`src/hdl/lprt_pkg.sv`:
```
// Package: shared constants, types and codes of the linear probe record table.
`timescale 1ns / 1ps

package lprt_pkg;

    localparam int TABLE_SIZE  = 16;
    localparam int MAX_RESULTS = 16;
    localparam int SLOT_W      = $clog2(TABLE_SIZE);
    localparam int MCNT_W      = $clog2(MAX_RESULTS);

    localparam int KEY_W  = 31;
    localparam int NAME_W = 64;
    localparam int LOC_W  = 64;
    localparam int MGR_W  = 32;
    localparam int ADM_W  = 32;
    localparam int WILD_W = 5;

    // Operation codes
    localparam logic [1:0] FUNC_INSERT = 2'd0;
    localparam logic [1:0] FUNC_UPDATE = 2'd1;
    localparam logic [1:0] FUNC_SELECT = 2'd2;
    localparam logic [1:0] FUNC_DELETE = 2'd3;

    // Result status codes
    localparam logic [1:0] ST_OK        = 2'd0;
    localparam logic [1:0] ST_FULL      = 2'd1;
    localparam logic [1:0] ST_NOT_FOUND = 2'd2;

    // Wildcard bit positions
    localparam int WB_KEY  = 0;
    localparam int WB_NAME = 1;
    localparam int WB_LOC  = 2;
    localparam int WB_MGR  = 3;
    localparam int WB_ADM  = 4;

    typedef struct packed {
        logic [KEY_W-1:0]  key;
        logic [NAME_W-1:0] name;
        logic [LOC_W-1:0]  loc;
        logic [MGR_W-1:0]  mgr;
        logic [ADM_W-1:0]  adm;
    } record_t;

    typedef enum logic [1:0] {
        SRC_INPUT = 2'd0,
        SRC_PEND  = 2'd1,
        SRC_NONE  = 2'd2
    } emit_src_t;

    // Controller to datapath
    typedef struct packed {
        logic       load;
        logic       advance;
        logic       write;
        logic       take_match;
        logic       clear_valid;
        logic       emit;
        emit_src_t  src;
        logic [1:0] status;
        logic       last;
    } cmd_t;

    // Datapath to controller
    typedef struct packed {
        logic probe_op;
        logic is_insert;
        logic is_delete;
        logic hit;
        logic last_slot;
        logic cap_next;
        logic pend_valid;
        logic out_free;
    } sts_t;

endpackage

```
`src/hdl/linear_probe_record_table_unit.sv`:
```
// Top level: linear probe record table with controller and datapath.
// Insert and update probe from the home slot, a read state then a check state per probed slot,
// and stop at the first hit (a free slot for insert, the key for update). Select and delete
// visit every slot the same way, then release the final result from the flush state.
// One transaction in flight: the next is taken only once the slot walk is done (in_stall).
// Reset: rst_n clears all valid bits at once, so the table is empty straight after reset.
`timescale 1ns / 1ps

module linear_probe_record_table_unit
(
    input  logic                          clk,
    input  logic                          rst_n,
    input  logic                          in_valid,
    output logic                          in_stall,
    input  logic [1:0]                    func,
    input  logic [lprt_pkg::KEY_W-1:0]    key_id,
    input  logic [lprt_pkg::NAME_W-1:0]   name_code,
    input  logic [lprt_pkg::LOC_W-1:0]    location_code,
    input  logic [lprt_pkg::MGR_W-1:0]    manager_id,
    input  logic [lprt_pkg::ADM_W-1:0]    admin_id,
    input  logic [lprt_pkg::WILD_W-1:0]   wildcard_mask,
    output logic                          out_valid,
    input  logic                          out_stall,
    output logic [1:0]                    status,
    output logic [3:0]                    slot,
    output logic [lprt_pkg::KEY_W-1:0]    out_key,
    output logic [lprt_pkg::NAME_W-1:0]   out_name,
    output logic [lprt_pkg::LOC_W-1:0]    out_location,
    output logic [lprt_pkg::MGR_W-1:0]    out_manager,
    output logic [lprt_pkg::ADM_W-1:0]    out_admin,
    output logic                          last
);

    // Command and status groups between the controller and the datapath
    lprt_pkg::cmd_t cmd;
    lprt_pkg::sts_t sts;

    // The controller walks the slots: a read state, then a check state per slot.
    // Insert and update stop at the first hit; select and delete keep one match
    // parked so that the final one can be released with last set.
    lprt_ctrl u_ctrl
    (
        .clk      (clk),
        .rst_n    (rst_n),
        .in_valid (in_valid),
        .in_stall (in_stall),
        .sts      (sts),
        .cmd      (cmd)
    );

    // The datapath holds the record memory, the valid bits, the probe pointer
    // and the result register that parts the result port from the slot walk.
    lprt_dp u_dp
    (
        .clk           (clk),
        .rst_n         (rst_n),
        .func          (func),
        .key_id        (key_id),
        .name_code     (name_code),
        .location_code (location_code),
        .manager_id    (manager_id),
        .admin_id      (admin_id),
        .wildcard_mask (wildcard_mask),
        .cmd           (cmd),
        .sts           (sts),
        .out_stall     (out_stall),
        .out_valid     (out_valid),
        .status        (status),
        .slot          (slot),
        .out_key       (out_key),
        .out_name      (out_name),
        .out_location  (out_location),
        .out_manager   (out_manager),
        .out_admin     (out_admin),
        .last          (last)
    );

endmodule

```
`src/hdl/lprt_dp.sv`:
```
// Datapath: record memory, valid bits, probe pointer, pending match and result register.
`timescale 1ns / 1ps

module lprt_dp
(
    input  logic                          clk,
    input  logic                          rst_n,
    input  logic [1:0]                    func,
    input  logic [lprt_pkg::KEY_W-1:0]    key_id,
    input  logic [lprt_pkg::NAME_W-1:0]   name_code,
    input  logic [lprt_pkg::LOC_W-1:0]    location_code,
    input  logic [lprt_pkg::MGR_W-1:0]    manager_id,
    input  logic [lprt_pkg::ADM_W-1:0]    admin_id,
    input  logic [lprt_pkg::WILD_W-1:0]   wildcard_mask,
    input  lprt_pkg::cmd_t                cmd,
    output lprt_pkg::sts_t                sts,
    input  logic                          out_stall,
    output logic                          out_valid,
    output logic [1:0]                    status,
    output logic [3:0]                    slot,
    output logic [lprt_pkg::KEY_W-1:0]    out_key,
    output logic [lprt_pkg::NAME_W-1:0]   out_name,
    output logic [lprt_pkg::LOC_W-1:0]    out_location,
    output logic [lprt_pkg::MGR_W-1:0]    out_manager,
    output logic [lprt_pkg::ADM_W-1:0]    out_admin,
    output logic                          last
);

    lprt_pkg::record_t mem [lprt_pkg::TABLE_SIZE];
    lprt_pkg::record_t rd_reg;
    lprt_pkg::record_t item_reg;
    lprt_pkg::record_t pend_rec_reg;
    lprt_pkg::record_t out_rec_reg;

    logic [1:0]                      func_reg;
    logic [lprt_pkg::WILD_W-1:0]     wild_reg;
    logic [lprt_pkg::TABLE_SIZE-1:0] valid_reg, valid_next;
    logic [lprt_pkg::SLOT_W-1:0]     ptr_reg, ptr_next;
    logic [lprt_pkg::SLOT_W-1:0]     cnt_reg, cnt_next;
    logic [lprt_pkg::MCNT_W-1:0]     mcnt_reg, mcnt_next;
    logic                            pend_valid_reg, pend_valid_next;
    logic [lprt_pkg::SLOT_W-1:0]     pend_slot_reg;
    logic                            out_valid_reg, out_valid_next;
    logic [1:0]                      out_status_reg;
    logic [lprt_pkg::SLOT_W-1:0]     out_slot_reg;
    logic                            out_last_reg;

    logic probe_op;
    logic key_eq, name_ok, loc_ok, mgr_ok, adm_ok;
    logic scan_hit;

    assign probe_op = (func_reg == lprt_pkg::FUNC_INSERT) ||
                      (func_reg == lprt_pkg::FUNC_UPDATE);

    assign key_eq  = (rd_reg.key == item_reg.key);
    assign name_ok = wild_reg[lprt_pkg::WB_NAME] || (rd_reg.name == item_reg.name);
    assign loc_ok  = wild_reg[lprt_pkg::WB_LOC]  || (rd_reg.loc  == item_reg.loc);
    assign mgr_ok  = wild_reg[lprt_pkg::WB_MGR]  || (rd_reg.mgr  == item_reg.mgr);
    assign adm_ok  = wild_reg[lprt_pkg::WB_ADM]  || (rd_reg.adm  == item_reg.adm);
    assign scan_hit = valid_reg[ptr_reg] && (wild_reg[lprt_pkg::WB_KEY] || key_eq) &&
                      name_ok && loc_ok && mgr_ok && adm_ok;

    always_comb
    begin
        sts.probe_op   = probe_op;
        sts.is_insert  = (func_reg == lprt_pkg::FUNC_INSERT);
        sts.is_delete  = (func_reg == lprt_pkg::FUNC_DELETE);
        if (func_reg == lprt_pkg::FUNC_INSERT)
        begin
            sts.hit = !valid_reg[ptr_reg];
        end
        else if (func_reg == lprt_pkg::FUNC_UPDATE)
        begin
            sts.hit = valid_reg[ptr_reg] && key_eq;
        end
        else
        begin
            sts.hit = scan_hit;
        end
        sts.last_slot  = (cnt_reg == lprt_pkg::SLOT_W'(lprt_pkg::TABLE_SIZE - 1));
        sts.cap_next   = (mcnt_reg == lprt_pkg::MCNT_W'(lprt_pkg::MAX_RESULTS - 1));
        sts.pend_valid = pend_valid_reg;
        sts.out_free   = !out_valid_reg || !out_stall;
    end

    // Control state next values
    always_comb
    begin
        valid_next      = valid_reg;
        ptr_next        = ptr_reg;
        cnt_next        = cnt_reg;
        mcnt_next       = mcnt_reg;
        pend_valid_next = pend_valid_reg;
        out_valid_next  = out_valid_reg && out_stall;

        if (cmd.load)
        begin
            // Probes start at the home slot, scans at slot zero
            if ((func == lprt_pkg::FUNC_INSERT) || (func == lprt_pkg::FUNC_UPDATE))
            begin
                ptr_next = key_id[lprt_pkg::SLOT_W-1:0];
            end
            else
            begin
                ptr_next = '0;
            end
            cnt_next        = '0;
            mcnt_next       = '0;
            pend_valid_next = 1'b0;
        end
        if (cmd.advance)
        begin
            if (ptr_reg == lprt_pkg::SLOT_W'(lprt_pkg::TABLE_SIZE - 1))
            begin
                ptr_next = '0;
            end
            else
            begin
                ptr_next = ptr_reg + 1'b1;
            end
            cnt_next = cnt_reg + 1'b1;
        end
        if (cmd.write)
        begin
            valid_next[ptr_reg] = 1'b1;
        end
        if (cmd.clear_valid)
        begin
            valid_next[ptr_reg] = 1'b0;
        end
        if (cmd.take_match)
        begin
            pend_valid_next = 1'b1;
            mcnt_next       = mcnt_reg + 1'b1;
        end
        else if (cmd.emit && (cmd.src == lprt_pkg::SRC_PEND))
        begin
            pend_valid_next = 1'b0;
        end
        if (cmd.emit)
        begin
            out_valid_next = 1'b1;
        end
    end

    always_ff @(posedge clk or negedge rst_n)
    begin
        if (!rst_n)
        begin
            valid_reg      <= '0;
            ptr_reg        <= '0;
            cnt_reg        <= '0;
            mcnt_reg       <= '0;
            pend_valid_reg <= 1'b0;
            out_valid_reg  <= 1'b0;
        end
        else
        begin
            valid_reg      <= valid_next;
            ptr_reg        <= ptr_next;
            cnt_reg        <= cnt_next;
            mcnt_reg       <= mcnt_next;
            pend_valid_reg <= pend_valid_next;
            out_valid_reg  <= out_valid_next;
        end
    end

    // Record memory: one write port, one registered read port at the probe pointer
    always_ff @(posedge clk)
    begin
        if (cmd.write)
        begin
            mem[ptr_reg] <= item_reg;
        end
        rd_reg <= mem[ptr_reg];
    end

    // Payload registers
    always_ff @(posedge clk)
    begin
        if (cmd.load)
        begin
            func_reg      <= func;
            wild_reg      <= wildcard_mask;
            item_reg.key  <= key_id;
            item_reg.name <= name_code;
            item_reg.loc  <= location_code;
            item_reg.mgr  <= manager_id;
            item_reg.adm  <= admin_id;
        end
        if (cmd.emit)
        begin
            out_status_reg <= cmd.status;
            out_last_reg   <= cmd.last;
            case (cmd.src)
                lprt_pkg::SRC_INPUT:
                begin
                    out_slot_reg <= ptr_reg;
                    out_rec_reg  <= item_reg;
                end
                lprt_pkg::SRC_PEND:
                begin
                    out_slot_reg <= pend_slot_reg;
                    out_rec_reg  <= pend_rec_reg;
                end
                default:
                begin
                    out_slot_reg <= '0;
                    out_rec_reg  <= '0;
                end
            endcase
        end
        if (cmd.take_match)
        begin
            pend_slot_reg <= ptr_reg;
            pend_rec_reg  <= rd_reg;
        end
    end

    assign out_valid    = out_valid_reg;
    assign status       = out_status_reg;
    assign slot         = 4'(out_slot_reg);
    assign out_key      = out_rec_reg.key;
    assign out_name     = out_rec_reg.name;
    assign out_location = out_rec_reg.loc;
    assign out_manager  = out_rec_reg.mgr;
    assign out_admin    = out_rec_reg.adm;
    assign last         = out_last_reg;

endmodule

```
`src/hdl/lprt_ctrl.sv`:
```
// Controller: state machine that sequences probes and scans over the table slots.
`timescale 1ns / 1ps

module lprt_ctrl
(
    input  logic           clk,
    input  logic           rst_n,
    input  logic           in_valid,
    output logic           in_stall,
    input  lprt_pkg::sts_t sts,
    output lprt_pkg::cmd_t cmd
);

    typedef enum logic [3:0] {
        S_IDLE  = 4'b0001,
        S_READ  = 4'b0010,
        S_CHECK = 4'b0100,
        S_FLUSH = 4'b1000
    } state_t;

    state_t state_reg, state_next;

    assign in_stall = (state_reg != S_IDLE);

    always_comb
    begin
        state_next      = state_reg;
        cmd             = '0;
        cmd.src         = lprt_pkg::SRC_NONE;
        cmd.status      = lprt_pkg::ST_OK;

        case (state_reg)
            S_IDLE:
            begin
                if (in_valid)
                begin
                    cmd.load   = 1'b1;
                    state_next = S_READ;
                end
            end
            S_READ:
            begin
                state_next = S_CHECK;
            end
            S_CHECK:
            begin
                if (sts.probe_op)
                begin
                    if (sts.hit)
                    begin
                        // Hold until the result register frees up
                        if (sts.out_free)
                        begin
                            cmd.write  = 1'b1;
                            cmd.emit   = 1'b1;
                            cmd.src    = lprt_pkg::SRC_INPUT;
                            cmd.last   = 1'b1;
                            state_next = S_IDLE;
                        end
                    end
                    else if (sts.last_slot)
                    begin
                        if (sts.out_free)
                        begin
                            cmd.emit   = 1'b1;
                            cmd.src    = lprt_pkg::SRC_NONE;
                            cmd.status = sts.is_insert ? lprt_pkg::ST_FULL
                                                       : lprt_pkg::ST_NOT_FOUND;
                            cmd.last   = 1'b1;
                            state_next = S_IDLE;
                        end
                    end
                    else
                    begin
                        cmd.advance = 1'b1;
                        state_next  = S_READ;
                    end
                end
                else
                begin
                    if (sts.hit)
                    begin
                        if (!sts.pend_valid || sts.out_free)
                        begin
                            // Release the previous match, park this one
                            cmd.emit        = sts.pend_valid;
                            cmd.src         = lprt_pkg::SRC_PEND;
                            cmd.take_match  = 1'b1;
                            cmd.clear_valid = sts.is_delete;
                            if (sts.last_slot || sts.cap_next)
                            begin
                                state_next = S_FLUSH;
                            end
                            else
                            begin
                                cmd.advance = 1'b1;
                                state_next  = S_READ;
                            end
                        end
                    end
                    else if (sts.last_slot)
                    begin
                        state_next = S_FLUSH;
                    end
                    else
                    begin
                        cmd.advance = 1'b1;
                        state_next  = S_READ;
                    end
                end
            end
            S_FLUSH:
            begin
                if (sts.out_free)
                begin
                    cmd.emit   = 1'b1;
                    cmd.last   = 1'b1;
                    cmd.src    = sts.pend_valid ? lprt_pkg::SRC_PEND : lprt_pkg::SRC_NONE;
                    cmd.status = sts.pend_valid ? lprt_pkg::ST_OK : lprt_pkg::ST_NOT_FOUND;
                    state_next = S_IDLE;
                end
            end
            default:
            begin
                state_next = S_IDLE;
            end
        endcase
    end

    always_ff @(posedge clk or negedge rst_n)
    begin
        if (!rst_n)
        begin
            state_reg <= S_IDLE;
        end
        else
        begin
            state_reg <= state_next;
        end
    end

endmodule

```
`config.mk`:
```
export PLATFORM = sky130hd
export DESIGN_NAME = linear_probe_record_table_unit
export DESIGN_NICKNAME = d
export VERILOG_FILES = /design/src/hdl/lprt_pkg.sv /design/src/hdl/linear_probe_record_table_unit.sv /design/src/hdl/lprt_dp.sv /design/src/hdl/lprt_ctrl.sv
export SDC_FILE = /design/constraint.sdc
export NUM_CORES = 2
export LEC_CHECK = 0
export BUFFER_PORTS_ARGS = -buffer_cell sky130_fd_sc_hd__buf_2
export CORE_ASPECT_RATIO = 0.6
export CORE_UTILIZATION = 30
export CTS_BUF_LIST = sky130_fd_sc_hd__clkbuf_4 sky130_fd_sc_hd__clkbuf_8 sky130_fd_sc_hd__clkbuf_16
export CTS_CLUSTER_SIZE = 24
export DETAILED_ROUTE_END_ITERATION = 8
export GPL_ROUTABILITY_DRIVEN = 0
export GPL_TIMING_DRIVEN = 0
export MAX_ROUTING_LAYER = met4
export PLACE_DENSITY_LB_ADDON = 0.08
export SETUP_SLACK_MARGIN = 0.3
export SYNTH_ARGS = -nofsm -noshare
export SYNTH_HDL_FRONTEND = slang
export SYNTH_SLANG_ARGS = --single-unit
```
`constraint.sdc`:
```
create_clock -name clk -period 38.7 [get_ports clk]
set_clock_uncertainty 0.05 [all_clocks]
set_input_delay 5.805 -clock clk [delete_from_list [all_inputs] [get_ports clk]]
set_output_delay 5.805 -clock clk [all_outputs]
set_load 0.02 [all_outputs]
```
==> flow_summary.json <==
{
  "r2r.worst_path.cells": 13,
  "core_area_um2": 547000,
  "synthesis.nets": 6884,
  "clockBufferDepth": 4,
  "row_count": 210,
  "final-setup-viol-count": 0,
  "synth_edf_count": 4255,
  "cts_tree": "built",
  "drc_errors": 0,
  "finalCriticalPeriod_ps": 8790,
  "drive_gt1_share_pct": 32.9,
  "synth_area_per_cell_um2": 24.9,
  "syn_inst": 6644,
  "placed_cells": 14600,
  "syn2layout_area_growth_pct": 18.8,
  "drt_pass1_iterations": 5,
  "path_clk_slew_ps": 60,
  "critPathLaunchType": "input pin",
  "vias": 78000,
  "ys_seq_area_share_pct": 80.6,
  "hold_path_end": "u_dp.pend_rec_reg[76]",
  "path_class": "in2reg",
  "worstMarginPinSlew_ps": 1450,
  "dpl.hpwl_um": 353000,
  "finalHoldViolations": 0,
  "ant_nets": 0,
  "finalWirelength_um": 559000,
  "root_buffer": "clkbuf_16",
  "synth_cell_types": 52,
  "final.setup.worst_slack_ps": 29910,
  "postCtsHoldBufs": 0,
  "status": "finished clean",
  "syn_area_um2": 165000,
  "final_util_pct": 35.9,
  "power_leakage_nw": 62.0,
  "power_w": 0.0131,
  "cts_resized": 0,
  "cts.sinks": 4512,
  "crit_path_cell_trace": "buf_2, nand2_1, nand2_1, nor3b_2, clkbuf_1, and3_4, buf_16, buf_16, buf_16, buf_16",
  "worstHoldStart": "u_dp.rd_reg[76]",
  "numCtsBuffers": 450,
  "min_path_cells": 0,
  "antenna_found_initial": 64,
  "final_cell_mix": "edfxtp_1 (4255), mux4_2 (1118), buf_2 (507)",
  "grt_pass1_vias": 80000,
  "required_ps": 39310,
  "grt_overflow": 0,
  "crit_path_end_kind": "register",
  "top_register": "u_dp.mem",
  "die_h_um": 577,
  "die_w_um": 960,
  "arrival_ps": 9400,
  "maxSlewHeadroom_pct": 3.43,
  "synth-seq-cells": 4512,
  "vias_per_cell": 5.03,
  "drt_iter0_drc": 8595,
  "pre_cts_ws_ps": 28940,
  "min_period_over_period_pct": 22.7,
  "wl_per_cell_um": 36.1,
  "cp_slowest_cell": "and3_4",
  "max_stage_delay_ps": 790,
  "pin_count": 466,
  "cp_max_fo": 32,
  "final_cells": 15500,
  "fin_setup_tns_ps": 0,
  "crit_path_frequent_cell": "buf_16",
  "reg2reg_from": "u_dp.item_reg[183]",
  "clock_latency_ps": 1060,
  "port-buffer-count": 465,
  "async_flop_share_pct": 0.754,
  "nets": 7991,
  "path_buf_inv": 6,
  "cap_violations": 0,
  "die-area_um2": 554000,
  "r2r_slack_ps": 31170,
  "final_common_cell": "edfxtp_1",
  "critPathTopFamily": "buffers and inverters",
  "final_max_slew_viol_count": 0,
  "power_density_nw_per_um2": 66.8,
  "grt_max_degree": 67,
  "ys.flop_type": "edfxtp_1",
  "ys_warn_count": 0,
  "hold_path_class": "reg2reg",
  "largest_register_ffs": 3568,
  "cts_max_level": 5,
  "fmax_ghz": 0.114,
  "grt_pass1_wl_um": 741000,
  "grt_use_total_pct": 20.4,
  "cts_setup_buffers": 0,
  "rsz0062_at_grt": "false",
  "start_util_pct": 30.2,
  "r2r_end": "u_dp.mem[3][99]",
  "irDropWorstVdd_uv": 38.1
}
[cell usage after synthesis, types with 9 or more instances]
| cell type | instances | share of area [%] |
|---|---|---|
| clkbuf_1 | 207 | 0.47 |
| dfrtp_1 | 33 | 0.50 |
| o21ai_0 | 9 | 0.027 |
| buf_2 | 30 | 0.091 |
| o22a_1 | 12 | 0.064 |
| nor4_1 | 41 | 0.16 |
| nor2_1 | 13 | 0.030 |
| mux4_2 | 1118 | 15 |
| xor2_1 | 128 | 0.68 |
| a22o_1 | 228 | 1.2 |
| nand4_1 | 35 | 0.13 |
| nand2_1 | 24 | 0.055 |
| inv_1 | 13 | 0.030 |
| edfxtp_1 | 4255 | 77 |
| nand3_1 | 9 | 0.027 |
| and3_1 | 20 | 0.076 |
| xnor2_1 | 95 | 0.50 |
| a21oi_1 | 12 | 0.036 |
| buf_6 | 13 | 0.089 |
| dfxtp_1 | 223 | 2.7 |
| buf_1 | 57 | 0.13 |
[final cells by class]
type | instances | area, µm²
sequential | 4512 | 133000
antenna | 24 | 60.1
fill | 49800 | 351000
inverter | 13 | 63.8
tap | 7314 | 9150
buffer | 307 | 1360
timing repair buffer | 655 | 6540
multi-input combinational | 1812 | 30900
clock inverter | 226 | 2160
clock buffer | 622 | 13000
[layer usage]
metal	track usage, %	wire length [µm]	up-vias
li1	-	-	31000
met1	29.7	263000	43900
met2	31.2	257000	2495
met3	2.86	29700	575
met4	3.42	9660	0
met5	-	0	-
[power breakdown]
group          total (W)  switching [W]  leakage, nW  internal, W
Sequential       0.00619       0.000400         41.2      0.00579
Clock            0.00451        0.00196         7.58      0.00255
Combinational    0.00242        0.00139         13.1      0.00103
[worst max-delay path by stage]
stage,startpoint,to,slack [ps],depth (start not counted)
floorplan,out_stall,u_dp.last,4870,3
detailed placement,out_stall,u_dp.mem[1][98],28940,10
finish,out_stall,u_dp.mem[3][99],29910,10
CTS,out_stall,u_dp.mem[1][101],30050,10
global placement,out_stall,u_dp.out_location[41],-31150,4
global route,out_stall,u_dp.mem[1][101],29880,10
[cells by family after synthesis]
kind of cell	synth area share, %
AO/OA/AOI/OAI	1.48
XOR/XNOR	1.18
adder cells (fa/ha/maj)	0.0455
buffers and inverters	0.809
flip-flops	80.6
multiplexers	15.3
AND/OR/NAND/NOR	0.596
[worst register-to-register path: cells and delay by family, from the launching register on]
kind                      cells  cell delay, ps
and+or+nand+nor               5            3810
buffers and inverters         5            1670
DFF                           1             750
AOI/OAI and AO/OA             2             540
xor gates and xnor gates      1             240
[through the flow]
step	instance area, µm²	hold slack [ps]
3_3_place_gp	177000	383
5_1_grt	196000	396
4_1_cts	196000	392
3_5_place_dp	181000	387
2_1_floorplan	165000	373
6_report	196000	395
No activity file was read; power rests on OpenSTA's default activity.
